===== config.mk =====
export PLATFORM = sky130hd
export DESIGN_NAME = palette_color_mapper_top
export DESIGN_NICKNAME = d
export VERILOG_FILES = /design/src/hdl/pcm_pkg.sv /design/src/hdl/pcm_norm.sv /design/src/hdl/pcm_div.sv /design/src/hdl/pcm_shade.sv /design/src/hdl/pcm_skid.sv /design/src/hdl/palette_color_mapper_top.sv
export SDC_FILE = /design/constraint.sdc
export NUM_CORES = 2
export LEC_CHECK = 0
export ABC_AREA = 0
export BUFFER_PORTS_ARGS = -buffer_cell sky130_fd_sc_hd__buf_2
export CORE_MARGIN = 3
export CORE_UTILIZATION = 50
export DETAILED_ROUTE_END_ITERATION = 8
export PLACE_DENSITY = 0.64
export SLEW_MARGIN = 20
export SYNTH_ARGS = -nofsm -noshare
export SYNTH_HDL_FRONTEND = slang
export SYNTH_SLANG_ARGS = --single-unit

===== constraint.sdc =====
create_clock -name i_clk -period 31.4 [get_ports i_clk]
set_clock_uncertainty 0.15 [all_clocks]
set_input_delay 9.42 -clock i_clk [delete_from_list [all_inputs] [get_ports i_clk]]
set_output_delay 9.42 -clock i_clk [all_outputs]
set_load 0.02 [all_outputs]

===== src/hdl/pcm_pkg.sv =====
// Shared types, constants and palette tables for the palette colour mapper.
// No dependencies; every other file of the block but pcm_checker refers to this package.
`default_nettype none
package pcm_pkg;

    // Default widths for the top-level parameters.
    localparam int SAMPLE_BITS_DEF   = 16;
    localparam int FRACTION_BITS_DEF = 16;

    // Configuration register indexes.
    localparam logic [1:0] CFG_SCHEME     = 2'd0;
    localparam logic [1:0] CFG_RANGE_LOW  = 2'd1;
    localparam logic [1:0] CFG_RANGE_HIGH = 2'd2;

    // Colour scheme codes; the unused codes fall back to the custom ramp.
    typedef enum logic [2:0] {
        SCHEME_RAINBOW = 3'd0,
        SCHEME_HEAT    = 3'd1,
        SCHEME_COOL    = 3'd2,
        SCHEME_GRAY    = 3'd3,
        SCHEME_CUSTOM  = 3'd4
    } t_scheme;

    // One colour: element 0 is red, 1 is green, 2 is blue.
    typedef logic [2:0][7:0] t_rgb;

    // Outcome of the range check that bypasses the divider.
    typedef struct packed {
        logic zero;   // sample at or below the start of the range
        logic one;    // sample at or beyond the end of the range
    } t_nflag;

    function automatic t_rgb mk_rgb(input logic [7:0] r, input logic [7:0] g,
                                    input logic [7:0] b);
        mk_rgb = {b, g, r};
    endfunction

    // Index of the last palette entry for the interpolated schemes.
    function automatic logic [2:0] pal_last(input t_scheme scheme);
        logic [2:0] last;
        unique case (scheme)
            SCHEME_RAINBOW: last = 3'd6;
            SCHEME_HEAT:    last = 3'd5;
            SCHEME_COOL:    last = 3'd2;
            default:        last = 3'd0;
        endcase
        return last;
    endfunction

    // Palette entry lookup.
    function automatic t_rgb pal_color(input t_scheme scheme, input logic [2:0] idx);
        t_rgb c;
        c = '0;
        unique case (scheme)
            SCHEME_RAINBOW: begin
                case (idx)
                    3'd0:    c = mk_rgb(8'd255, 8'd0,   8'd0);
                    3'd1:    c = mk_rgb(8'd255, 8'd127, 8'd0);
                    3'd2:    c = mk_rgb(8'd255, 8'd255, 8'd0);
                    3'd3:    c = mk_rgb(8'd0,   8'd255, 8'd0);
                    3'd4:    c = mk_rgb(8'd0,   8'd0,   8'd255);
                    3'd5:    c = mk_rgb(8'd75,  8'd0,   8'd130);
                    default: c = mk_rgb(8'd148, 8'd0,   8'd211);
                endcase
            end
            SCHEME_HEAT: begin
                case (idx)
                    3'd0:    c = mk_rgb(8'd0,   8'd0,   8'd255);
                    3'd1:    c = mk_rgb(8'd0,   8'd255, 8'd255);
                    3'd2:    c = mk_rgb(8'd0,   8'd255, 8'd0);
                    3'd3:    c = mk_rgb(8'd255, 8'd255, 8'd0);
                    3'd4:    c = mk_rgb(8'd255, 8'd127, 8'd0);
                    default: c = mk_rgb(8'd255, 8'd0,   8'd0);
                endcase
            end
            SCHEME_COOL: begin
                case (idx)
                    3'd0:    c = mk_rgb(8'd0,   8'd255, 8'd255);
                    3'd1:    c = mk_rgb(8'd0,   8'd0,   8'd255);
                    default: c = mk_rgb(8'd128, 8'd0,   8'd128);
                endcase
            end
            default: c = '0;
        endcase
        return c;
    endfunction

endpackage
`default_nettype wire


===== src/hdl/pcm_norm.sv =====
// Range normalisation front end: forms numerator and denominator of the
// position of a sample in the configured range. Depends on pcm_pkg.
`default_nettype none
module pcm_norm #(
    parameter int SAMPLE_BITS = pcm_pkg::SAMPLE_BITS_DEF
) (
    input  wire logic                   i_clk,
    input  wire logic                   i_rst_n,
    input  wire logic                   i_en,
    input  wire logic                   i_valid,
    input  wire logic [SAMPLE_BITS-1:0] i_sample,
    input  wire logic [SAMPLE_BITS-1:0] i_range_low,
    input  wire logic [SAMPLE_BITS-1:0] i_range_high,
    output logic                        o_valid,
    output pcm_pkg::t_nflag             o_flag,
    output logic [SAMPLE_BITS-1:0]      o_num,
    output logic [SAMPLE_BITS-1:0]      o_den
);

    localparam int S = SAMPLE_BITS;

    logic                 r_v1;
    logic signed [S:0]    r_num1;
    logic signed [S:0]    r_den1;
    logic signed [S:0]    n_num1;
    logic signed [S:0]    n_den1;

    logic                 r_v2;
    pcm_pkg::t_nflag      r_flag2;
    logic [S-1:0]         r_num2;
    logic [S-1:0]         r_den2;
    logic signed [S:0]    v_den_nz;
    logic signed [S:0]    v_num_a;
    logic signed [S:0]    v_den_a;
    pcm_pkg::t_nflag      n_flag2;

    // First stage: exact differences against the lower bound.
    always_comb begin
        n_num1 = $signed({i_sample[S-1], i_sample}) - $signed({i_range_low[S-1], i_range_low});
        n_den1 = $signed({i_range_high[S-1], i_range_high})
               - $signed({i_range_low[S-1], i_range_low});
    end

    // Second stage: equal bounds, reversed bounds and the two saturated ends.
    always_comb begin
        v_den_nz = (r_den1 == '0) ? (S+1)'(1) : r_den1;
        v_num_a  = r_den1[S] ? -r_num1 : r_num1;
        v_den_a  = r_den1[S] ? -v_den_nz : v_den_nz;
        n_flag2.zero = (v_num_a <= 0);
        n_flag2.one  = (v_num_a >= v_den_a);
    end

    always_ff @(posedge i_clk) begin
        if (!i_rst_n) begin
            r_v1 <= 1'b0;
            r_v2 <= 1'b0;
        end else if (i_en) begin
            r_v1 <= i_valid;
            r_v2 <= r_v1;
        end
    end

    always_ff @(posedge i_clk) begin
        if (i_en) begin
            r_num1  <= n_num1;
            r_den1  <= n_den1;
            r_flag2 <= n_flag2;
            r_num2  <= v_num_a[S-1:0];
            r_den2  <= v_den_a[S-1:0];
        end
    end

    assign o_valid = r_v2;
    assign o_flag  = r_flag2;
    assign o_num   = r_num2;
    assign o_den   = r_den2;

endmodule
`default_nettype wire


===== src/hdl/pcm_div.sv =====
// Pipelined restoring divider: one quotient bit per register stage, giving
// the fraction num/den in FRACTION_BITS bits for num below den. Uses pcm_pkg.
`default_nettype none
module pcm_div #(
    parameter int SAMPLE_BITS   = pcm_pkg::SAMPLE_BITS_DEF,
    parameter int FRACTION_BITS = pcm_pkg::FRACTION_BITS_DEF
) (
    input  wire logic                     i_clk,
    input  wire logic                     i_rst_n,
    input  wire logic                     i_en,
    input  wire logic                     i_valid,
    input  wire pcm_pkg::t_nflag          i_flag,
    input  wire logic [SAMPLE_BITS-1:0]   i_num,
    input  wire logic [SAMPLE_BITS-1:0]   i_den,
    output logic                          o_valid,
    output pcm_pkg::t_nflag               o_flag,
    output logic [FRACTION_BITS-1:0]      o_quo
);

    localparam int S = SAMPLE_BITS;
    localparam int F = FRACTION_BITS;

    logic [F-1:0]    r_vld;
    logic [S-1:0]    r_rem  [F];
    logic [S-1:0]    r_den  [F];
    logic [F-1:0]    r_quo  [F];
    pcm_pkg::t_nflag r_flag [F];

    logic [F-1:0]    s_vld;
    logic [S-1:0]    s_rem  [F];
    logic [S-1:0]    s_den  [F];
    logic [F-1:0]    s_quo  [F];
    pcm_pkg::t_nflag s_flag [F];

    logic [S-1:0]    n_rem  [F];
    logic [F-1:0]    n_quo  [F];
    logic [S:0]      v_sh   [F];
    logic [S:0]      v_sub  [F];
    logic [F-1:0]    v_ge;

    // Stage inputs: the first stage takes the new item, the others their predecessor.
    always_comb begin
        s_vld[0]  = i_valid;
        s_rem[0]  = i_num;
        s_den[0]  = i_den;
        s_quo[0]  = '0;
        s_flag[0] = i_flag;
        for (int k = 1; k < F; k++) begin
            s_vld[k]  = r_vld[k-1];
            s_rem[k]  = r_rem[k-1];
            s_den[k]  = r_den[k-1];
            s_quo[k]  = r_quo[k-1];
            s_flag[k] = r_flag[k-1];
        end
    end

    // Each stage doubles the partial remainder and subtracts the divisor if it fits.
    always_comb begin
        for (int k = 0; k < F; k++) begin
            v_sh[k]  = {s_rem[k], 1'b0};
            v_sub[k] = v_sh[k] - {1'b0, s_den[k]};
            v_ge[k]  = (v_sh[k] >= {1'b0, s_den[k]});
            n_rem[k] = v_ge[k] ? v_sub[k][S-1:0] : v_sh[k][S-1:0];
            n_quo[k] = {s_quo[k][F-2:0], v_ge[k]};
        end
    end

    always_ff @(posedge i_clk) begin
        if (!i_rst_n) begin
            r_vld <= '0;
        end else if (i_en) begin
            r_vld <= s_vld;
        end
    end

    always_ff @(posedge i_clk) begin
        if (i_en) begin
            r_rem  <= n_rem;
            r_den  <= s_den;
            r_quo  <= n_quo;
            r_flag <= s_flag;
        end
    end

    assign o_valid = r_vld[F-1];
    assign o_flag  = r_flag[F-1];
    assign o_quo   = r_quo[F-1];

endmodule
`default_nettype wire


===== src/hdl/pcm_shade.sv =====
// Colour stages: palette lookup, per-channel interpolation products and the
// final blend or ramp selection, three register stages. Uses pcm_pkg.
`default_nettype none
module pcm_shade #(
    parameter int FRACTION_BITS = pcm_pkg::FRACTION_BITS_DEF
) (
    input  wire logic                     i_clk,
    input  wire logic                     i_rst_n,
    input  wire logic                     i_en,
    input  wire pcm_pkg::t_scheme         i_scheme,
    input  wire logic                     i_valid,
    input  wire pcm_pkg::t_nflag          i_flag,
    input  wire logic [FRACTION_BITS-1:0] i_quo,
    output logic                          o_valid,
    output pcm_pkg::t_rgb                 o_rgb
);

    localparam int F = FRACTION_BITS;
    localparam logic [F:0] ONE = {1'b1, {F{1'b0}}};

    // Stage A: fraction, palette index and the two neighbouring colours.
    logic [F:0]           v_n;
    logic [2:0]           v_last;
    logic [F+3:0]         v_t;
    logic [2:0]           v_idx;
    logic                 v_top;
    logic                 r_a_vld;
    logic [F:0]           r_a_n;
    logic [F-1:0]         r_a_frac;
    pcm_pkg::t_rgb        r_a_pa;
    pcm_pkg::t_rgb        r_a_pb;

    always_comb begin
        if (i_flag.one) begin
            v_n = ONE;
        end else if (i_flag.zero) begin
            v_n = '0;
        end else begin
            v_n = {1'b0, i_quo};
        end
        v_last = pcm_pkg::pal_last(i_scheme);
        v_t    = {3'b000, v_n} * {{(F+1){1'b0}}, v_last};
        v_idx  = v_t[F+2:F];
        v_top  = (v_t[F+3:F] >= {1'b0, v_last});
    end

    // Stage B: signed colour differences times the fraction, and the ramp products.
    logic signed [8:0]    v_diff [3];
    logic signed [F+9:0]  n_prod [3];
    logic [F+8:0]         v_gray;
    logic [F+8:0]         v_inv;
    logic [F:0]           v_rest;
    logic                 r_b_vld;
    pcm_pkg::t_rgb        r_b_a;
    logic signed [F+9:0]  r_b_prod [3];
    logic [F+7:0]         r_b_gray;
    logic [F+7:0]         r_b_inv;
    logic [F:0]           r_b_n;

    always_comb begin
        for (int ch = 0; ch < 3; ch++) begin
            v_diff[ch] = $signed({1'b0, r_a_pb[ch]}) - $signed({1'b0, r_a_pa[ch]});
            n_prod[ch] = v_diff[ch] * $signed({1'b0, r_a_frac});
        end
        v_rest = ONE - r_a_n;
        v_gray = {r_a_n, 8'h00} - {8'h00, r_a_n};
        v_inv  = {v_rest, 8'h00} - {8'h00, v_rest};
    end

    // Stage C: blend sums and selection by scheme.
    logic signed [F+9:0]  v_acc [3];
    pcm_pkg::t_rgb        v_blend;
    pcm_pkg::t_rgb        n_rgb;
    logic                 r_c_vld;
    pcm_pkg::t_rgb        r_c_rgb;

    always_comb begin
        for (int ch = 0; ch < 3; ch++) begin
            v_acc[ch]   = $signed({2'b00, r_b_a[ch], {F{1'b0}}}) + r_b_prod[ch];
            v_blend[ch] = v_acc[ch][F+7:F];
        end
        case (i_scheme) inside
            pcm_pkg::SCHEME_RAINBOW, pcm_pkg::SCHEME_HEAT, pcm_pkg::SCHEME_COOL: begin
                n_rgb = v_blend;
            end
            pcm_pkg::SCHEME_GRAY: begin
                n_rgb = {r_b_gray[F+7:F], r_b_gray[F+7:F], r_b_gray[F+7:F]};
            end
            default: begin
                n_rgb = {r_b_n[F:F-7], r_b_inv[F+7:F], r_b_gray[F+7:F]};
            end
        endcase
    end

    always_ff @(posedge i_clk) begin
        if (!i_rst_n) begin
            r_a_vld <= 1'b0;
            r_b_vld <= 1'b0;
            r_c_vld <= 1'b0;
        end else if (i_en) begin
            r_a_vld <= i_valid;
            r_b_vld <= r_a_vld;
            r_c_vld <= r_b_vld;
        end
    end

    always_ff @(posedge i_clk) begin
        if (i_en) begin
            r_a_n    <= v_n;
            r_a_frac <= v_top ? '0 : v_t[F-1:0];
            r_a_pa   <= pcm_pkg::pal_color(i_scheme, v_top ? v_last : v_idx);
            r_a_pb   <= pcm_pkg::pal_color(i_scheme, v_top ? v_last : 3'(v_idx + 3'd1));
            r_b_a    <= r_a_pa;
            r_b_prod <= n_prod;
            r_b_gray <= v_gray[F+7:0];
            r_b_inv  <= v_inv[F+7:0];
            r_b_n    <= r_a_n;
            r_c_rgb  <= n_rgb;
        end
    end

    assign o_valid = r_c_vld;
    assign o_rgb   = r_c_rgb;

endmodule
`default_nettype wire


===== src/hdl/pcm_skid.sv =====
// Output register with a one-entry skid buffer; its fill state stalls the
// pipeline. Uses pcm_pkg for the colour type.
`default_nettype none
module pcm_skid (
    input  wire logic           i_clk,
    input  wire logic           i_rst_n,
    input  wire logic           i_valid,
    input  wire pcm_pkg::t_rgb  i_rgb,
    input  wire logic           i_ready,
    output logic                o_en,
    output logic                o_valid,
    output pcm_pkg::t_rgb       o_rgb
);

    logic          r_out_vld;
    logic          r_skid_vld;
    pcm_pkg::t_rgb r_out_rgb;
    pcm_pkg::t_rgb r_skid_rgb;

    // Control: the skid entry fills when a result arrives while the output is stalled.
    always_ff @(posedge i_clk) begin
        if (!i_rst_n) begin
            r_out_vld  <= 1'b0;
            r_skid_vld <= 1'b0;
        end else if (r_skid_vld) begin
            if (i_ready) begin
                r_skid_vld <= 1'b0;
            end
        end else if (i_valid) begin
            if (r_out_vld && !i_ready) begin
                r_skid_vld <= 1'b1;
            end else begin
                r_out_vld <= 1'b1;
            end
        end else if (i_ready) begin
            r_out_vld <= 1'b0;
        end
    end

    // Data: the output register takes either the skid entry or the new result.
    always_ff @(posedge i_clk) begin
        if (r_skid_vld) begin
            if (i_ready) begin
                r_out_rgb <= r_skid_rgb;
            end
        end else if (i_valid) begin
            if (r_out_vld && !i_ready) begin
                r_skid_rgb <= i_rgb;
            end else begin
                r_out_rgb <= i_rgb;
            end
        end
    end

    assign o_en    = !r_skid_vld;
    assign o_valid = r_out_vld;
    assign o_rgb   = r_out_rgb;

endmodule
`default_nettype wire


===== src/hdl/palette_color_mapper_top.sv =====
// Top level of the palette colour mapper: configuration registers and the
// pipeline pcm_norm, pcm_div, pcm_shade and pcm_skid. Uses pcm_pkg.
//
// Usage: signed samples arrive on the slave stream (s_axis), one per
// transaction, and each yields exactly one RGB colour on the master stream
// (m_axis), in order. The colour scheme and the range bounds are written
// through the plain write port (i_cfg_wr_en, i_cfg_index, i_cfg_data) while
// no sample is in flight: a user's duty that the block does not enforce.
// Throughput: one sample per clock while no stall holds the pipeline. The
// accepting edge loads the first of FRACTION_BITS + 6 register stages: two
// range stages, one divider stage per fraction bit, three colour stages and
// the output register.
// Reset: synchronous and active low; it empties the pipeline and sets the
// rainbow scheme with the range 0 to the largest positive sample.
// Stall: when the receiver holds i_m_axis_tready low, one more result is
// caught in a skid entry; after that o_s_axis_tready drops and the whole
// pipeline freezes without losing or repeating any transaction.
`default_nettype none
module palette_color_mapper_top #(
    parameter int SAMPLE_BITS   = pcm_pkg::SAMPLE_BITS_DEF,
    parameter int FRACTION_BITS = pcm_pkg::FRACTION_BITS_DEF
) (
    input  wire logic                               i_clk,
    input  wire logic                               i_rst_n,
    input  wire logic                               i_s_axis_tvalid,
    output logic                                    o_s_axis_tready,
    // tdata: sample in the lowest bits, zero padding above.
    input  wire logic [((SAMPLE_BITS+7)/8)*8-1:0]   i_s_axis_tdata,
    output logic                                    o_m_axis_tvalid,
    input  wire logic                               i_m_axis_tready,
    // tdata: red [7:0], green [15:8], blue [23:16].
    output logic [23:0]                             o_m_axis_tdata,
    input  wire logic                               i_cfg_wr_en,
    input  wire logic [1:0]                         i_cfg_index,
    input  wire logic [SAMPLE_BITS-1:0]             i_cfg_data
);

    localparam int S = SAMPLE_BITS;
    localparam logic [S-1:0] HIGH_RESET = {1'b0, {(S-1){1'b1}}};

    pcm_pkg::t_scheme r_scheme;
    logic [S-1:0]     r_range_low;
    logic [S-1:0]     r_range_high;

    // Configuration registers.
    always_ff @(posedge i_clk) begin
        if (!i_rst_n) begin
            r_scheme     <= pcm_pkg::SCHEME_RAINBOW;
            r_range_low  <= '0;
            r_range_high <= HIGH_RESET;
        end else if (i_cfg_wr_en) begin
            unique case (i_cfg_index)
                pcm_pkg::CFG_SCHEME:     r_scheme     <= pcm_pkg::t_scheme'(i_cfg_data[2:0]);
                pcm_pkg::CFG_RANGE_LOW:  r_range_low  <= i_cfg_data;
                pcm_pkg::CFG_RANGE_HIGH: r_range_high <= i_cfg_data;
                default: ;
            endcase
        end
    end

    logic            w_en;
    logic            w_norm_vld;
    pcm_pkg::t_nflag w_norm_flag;
    logic [S-1:0]    w_norm_num;
    logic [S-1:0]    w_norm_den;
    logic            w_div_vld;
    pcm_pkg::t_nflag w_div_flag;
    logic [FRACTION_BITS-1:0] w_div_quo;
    logic            w_shade_vld;
    pcm_pkg::t_rgb   w_shade_rgb;
    pcm_pkg::t_rgb   w_out_rgb;

    assign o_s_axis_tready = w_en;

    pcm_norm #(
        .SAMPLE_BITS (SAMPLE_BITS)
    ) u_norm (
        .i_clk        (i_clk),
        .i_rst_n      (i_rst_n),
        .i_en         (w_en),
        .i_valid      (i_s_axis_tvalid),
        .i_sample     (i_s_axis_tdata[S-1:0]),
        .i_range_low  (r_range_low),
        .i_range_high (r_range_high),
        .o_valid      (w_norm_vld),
        .o_flag       (w_norm_flag),
        .o_num        (w_norm_num),
        .o_den        (w_norm_den)
    );

    pcm_div #(
        .SAMPLE_BITS   (SAMPLE_BITS),
        .FRACTION_BITS (FRACTION_BITS)
    ) u_div (
        .i_clk   (i_clk),
        .i_rst_n (i_rst_n),
        .i_en    (w_en),
        .i_valid (w_norm_vld),
        .i_flag  (w_norm_flag),
        .i_num   (w_norm_num),
        .i_den   (w_norm_den),
        .o_valid (w_div_vld),
        .o_flag  (w_div_flag),
        .o_quo   (w_div_quo)
    );

    pcm_shade #(
        .FRACTION_BITS (FRACTION_BITS)
    ) u_shade (
        .i_clk    (i_clk),
        .i_rst_n  (i_rst_n),
        .i_en     (w_en),
        .i_scheme (r_scheme),
        .i_valid  (w_div_vld),
        .i_flag   (w_div_flag),
        .i_quo    (w_div_quo),
        .o_valid  (w_shade_vld),
        .o_rgb    (w_shade_rgb)
    );

    pcm_skid u_skid (
        .i_clk   (i_clk),
        .i_rst_n (i_rst_n),
        .i_valid (w_shade_vld),
        .i_rgb   (w_shade_rgb),
        .i_ready (i_m_axis_tready),
        .o_en    (w_en),
        .o_valid (o_m_axis_tvalid),
        .o_rgb   (w_out_rgb)
    );

    assign o_m_axis_tdata = w_out_rgb;

endmodule
`default_nettype wire


; ---- Word level (Yosys, flattened, before mapping)
; Index checks and enable logic that the tools add are counted.
; Widths: inputs -> output; s select.
[op_classes]
bitwise = 1
div_mod_pow = 0
eq_ne = 18
n_addsub = 29
order_cmp = 19
shift = 0
reduce_logical = 17
n_mux = 44
mul = 4
[ops]
columns = op, count
row1 = $pmux 24 s6, 2
row2 = $ge 17x16->1, 16
row3 = $mux 16, 16
row4 = $pmux 24 s5, 2
row5 = $sub 16x16->16, 15
row6 = $mux 24, 6
row7 = $pmux 24 s3, 2
row8 = $pmux 23 s2, 2
row9 = $add 24x24->24, 3
row10 = $mul 9x17->24, 3
row11 = $mux 17, 4
row12 = $sub 24x17->24, 2
row13 = $neg 17->17, 2
row14 = $sub 16x16->17, 2
row15 = $sub 8x8->9, 3
row16 = $mul 17x3->20, 1
row17 = $eq 3x2->1 const B, 6
row18 = $ge 17x17->1, 1
row19 = $le 17x1->1 const B, 1
row20 = $logic_not 17->1, 1
row21 = $sub 17x17->17 const A, 1
row22 = $eq 3x3->1 const B, 4
row23 = $eq 3x1->1 const B, 3
row24 = $logic_not 3->1, 3
row25 = 17 further kinds, 31
[word_totals]
mem_count = 0
rom_bits = 0
register_bits = 1088
mem_bits_rw = 0
latch_bits = 0
word_cells = 268

; ---- Depth between registers and ports, before layout
[logic_depth]
ltp_word = 8
depth_mapped = 28
ltp_nobuf = 28

; ---- Cells and area by module
; A second synthesis with hierarchy kept.
[unflattened]
hier_cells = 5883
area_unflattened_um2 = 65500.3
[by_module_without_submodules]
columns = mod, cells_per_inst, area_per_inst_um2, seq_area_each_um2, instances
row1 = pcm_div, 2873, 35462.8, 19779.0, 1
row2 = pcm_shade, 2286, 21664.5, 4113.9, 1
row3 = pcm_norm, 482, 4932.2, 2082.0, 1
row4 = pcm_skid, 88, 1934.4, 1481.4, 1
row5 = palette_color_mapper_top, 154, 1506.4, 700.7, 1

; ---- Worst setup path before layout
; Ideal clock, no wire load.
[synth_path]
kind = register to output
from = reg u_skid.r_skid_vld
to = out o_s_axis_tready
t_arrival_ns = 16.976
required_time_ns = 21.830
path_stages_with_launch = 3
setup_slack_ns = 4.854
n_path_buf = 1
path_cell_list = dfxtp_1 -> clkbuf_1 -> inv_1
[synth_via]
elab_chain_len = 1
[synth_rtl]
columns = element, line_no
row1 = start: declaration, pcm_skid.sv:16  ; logic r_skid_vld;
row2 = start signal: assignment, pcm_skid.sv:24  ; r_skid_vld <= 1'b0;
row3 = start signal: assignment, pcm_skid.sv:27  ; r_skid_vld <= 1'b0;
row4 = start signal: assignment, pcm_skid.sv:31  ; r_skid_vld <= 1'b1;
row5 = $logic_not 1->1, pcm_skid.sv:55  ; assign o_en = !r_skid_vld;
row6 = end: declaration, palette_color_mapper_top.sv:26  ; output logic o_s_axis_tready,
; No other way between the ends.

; ---- Final worst setup path
[layout_path]
from = in i_s_axis_tdata[0]
to = reg u_norm.r_num1[16], data pin
[layout_via]
elab_chain_len = 1
[layout_rtl]
columns = element, line_no
row1 = start: declaration, palette_color_mapper_top.sv:28  ; input wire logic [((SAMPLE_BITS+7)/8)*8-1:0] i_s_axis_tdata,
row2 = $sub 16x16->17, pcm_norm.sv:39  ; n_num1 = $signed({i_sample[S-1], i_sample}) - $signed({i_range_low[S-1], i_range_low});
row3 = via u_norm.n_num1[16], pcm_norm.sv:25  ; logic signed [S:0] n_num1;
row4 = end signal: assignment, pcm_norm.sv:65  ; r_num1 <= n_num1;
row5 = end: declaration, pcm_norm.sv:23  ; logic signed [S:0] r_num1;
; The timed path passes the listed nets, and every way through them passes these cells.
; A chain may end at the register's enable or synchronous reset.

==> summary.txt <==
status: finished clean
setup TNS: 0 ns
Slew @ Worst Pin: 1.04 ns
WL final: 131000 microns
Main synth FF type: edfxtp_1
Clk pin slew, worst setup/hold paths: 0.06 ns
chip width: 363 microns
CP top delay family: compound AO/OA/AOI/OAI gates
CP peak stage delay: 0.42 ns
IO Pins: 65
H-tree level count: 3
Synth Warn #: 0
layout cell share with drive strength beyond 1: 0.0817
max-cap viol count: 0
Core Area: 126000 sq um
Final Hold Fails: 0
post-synth cell types: 97
clk root buf: clkbuf_16
Slew Viols, Final: 0
Mapped Cells: 5793
syn avg cell area: 11.0 sq um
fin crit share: 0.376
number of core rows: 130
via count: 41054
vias per cell: 5.40
Seq/Total Area, Yosys: 0.442
CTS Buf Count: 96
top-count cell post-synth: edfxtp_1
Crit Path Category: in -> reg
Slew HR: 0.306
Clock Path Buffers: 3
Post-DP HPWL: 98700 microns
DR DRC count: 0
post-cts gate resize count: 0
Post-Syn Nets: 6709
gpl congestion: 0.877
RSZ-0062 raised after global routing: no
CP max FO: 3
DIE AREA: 132000 sq um
Synth top cells by count: edfxtp_1 (899), inv_1 (801), ha_1 (545), nand2_1 (424), nor2_1 (381)
critical-path cell list: buf_2 > inv_1 > ha_1 > fa_1 > nor2b_1 > o21ai_0 > a21boi_0 > o211ai_1 > a21oi_1 > a2111oi_0 > nor3_1 > a41o_1 > o22ai_1
Die Ht: 363 microns
crit end category: flop
number of synthesized flops with an enable pin: 899
initial core utilization: 0.506
wire per inst: 17.3 microns
drt pass-1 iters: 6
slowest stage cell, crit path: fa_1
Buf/Inv on CP: 2
initial antenna violation count: 4
Yosys top cell by area: edfxtp_1
TritonCTS clock tree: built
top cells by area, synth: edfxtp_1 (42%), ha_1 (11%), fa_1 (10%)
Hold Buf Count CTS: 0
Worst-Skew Late Latency: 0.69 ns
All-Layer GR Usage: 0.201
fmax: 84.8 MHz
endpoints failing setup: 0
mapped cell area: 63700 sq um
nets: 6783
clk sinks: 957
post-synthesis async set-or-reset flop share: 0
Layout area overhead: 8.71%
worst path required time: 31.68 ns
post-CTS setup repair buffer count: 0
largest net degree at the start of global routing: 94
final core utilization: 0.550
first-pass GRT wire length: 214000 microns
arrival time at the worst endpoint: 12.07 ns
startpoint types: input pin
top-area cell type share of the netlist area: 0.423
Detail Route Antenna Nets: 0
Port Buffer Count: 64
total global routing overflow: 0
number of global-route vias before repair: 40367
FF+latch count, synth: 957
drt initial violations: 2513
Hold/Removal Path Class: reg -> reg
Tmin final: 11.80 ns
[final cells by class]
type	instances	area, sq um
timing repair buffer	117	729
clock inverter	57	651
clock buffer	122	2590
antenna	3	7.51
fill	10737	56800
tap	1650	2060
sequential	957	28200
multi-input combinational	3891	32100
inverter	804	3030
[cells by family after synthesis]
kind of cell	after synthesis	share of synthesized area
adder cells (fa/ha/maj)	877	0.211
AND/OR/NAND/NOR	1612	0.124
flip-flops	957	0.442
multiplexers	160	0.0274
AO/OA/AOI/OAI	912	0.0945
XOR/XNOR	330	0.0456
buffers and inverters	945	0.0561
[worst paths after layout]
check | start | to | slack, ns | cells after the start
setup / recovery | i_s_axis_tdata[0] | u_norm.r_num1[16]$_DFFE_PN_ | 19.60 | 13
hold / removal | u_div.n_quo[148]$_DFFE_PN_ | u_div.n_quo[133]$_DFFE_PN_ | 0.26 | 0
setup reg to reg | r_scheme[2]$_SDFFE_PN0P_ | u_shade.r_a_pa[22]$_DFFE_PN_ | 23.42 | 24
hold reg to reg | u_div.n_quo[148]$_DFFE_PN_ | u_div.n_quo[133]$_DFFE_PN_ | 0.26 | 0
[layout by cell type, fill, tap and decap left out, types with 97 or more instances in the layout]
cell type	n
edfxtp_1	899
inv_1	800
ha_1	545
nand2_1	424
nor2_1	381
fa_1	332
a21oi_1	300
xnor2_1	225
and2_1	159
o21ai_0	153
nor3_1	144
mux2_2	116
xor2_1	101
clkbuf_16	99
nand3_1	97
[routing by layer]
layer  global-route usage  vias to the layer above  part of all wire
met2                0.340                      793              0.48
met5                    0                        -          0.000099
li1                     -                    20200                 -
met1                0.274                    19856              0.45
met4               0.0485                        2             0.024
met3               0.0295                      203             0.043
[registers in the layout, indices dropped and copies added (netlist names), 16 cells and up]
signal and count:
u_norm.r_den1 17, u_shade.r_b_prod 24, u_shade.r_a_n 17, u_div.n_quo 120
u_div.r_den 240, u_norm.o_num 16, u_norm.r_num1 17, u_skid.r_skid_rgb 24
u_shade.r_a_frac 16, u_norm.o_den 16, u_div.o_quo 16, u_div.r_flag 30
u_div.r_vld 16, u_skid.o_rgb 24, r_range_high 16, r_range_low 16
u_div.r_rem 240, u_shade.o_rgb 24
[through the flow]
step	hold slack, ns	area [sq um]	instances	worst slack (ns)
after floorplan	0.250	63700	5793	4.85
after detailed placement	0.255	66000	7417	18.95
after global placement	0.250	66000	7417	18.92
after CTS	0.257	69300	7596	19.67
final	0.263	69300	7601	19.60
after global routing	0.270	69300	7598	19.44
Power is not shown: default switching activity piles up to over one toggle a cycle in this logic, so the estimate is an artifact.
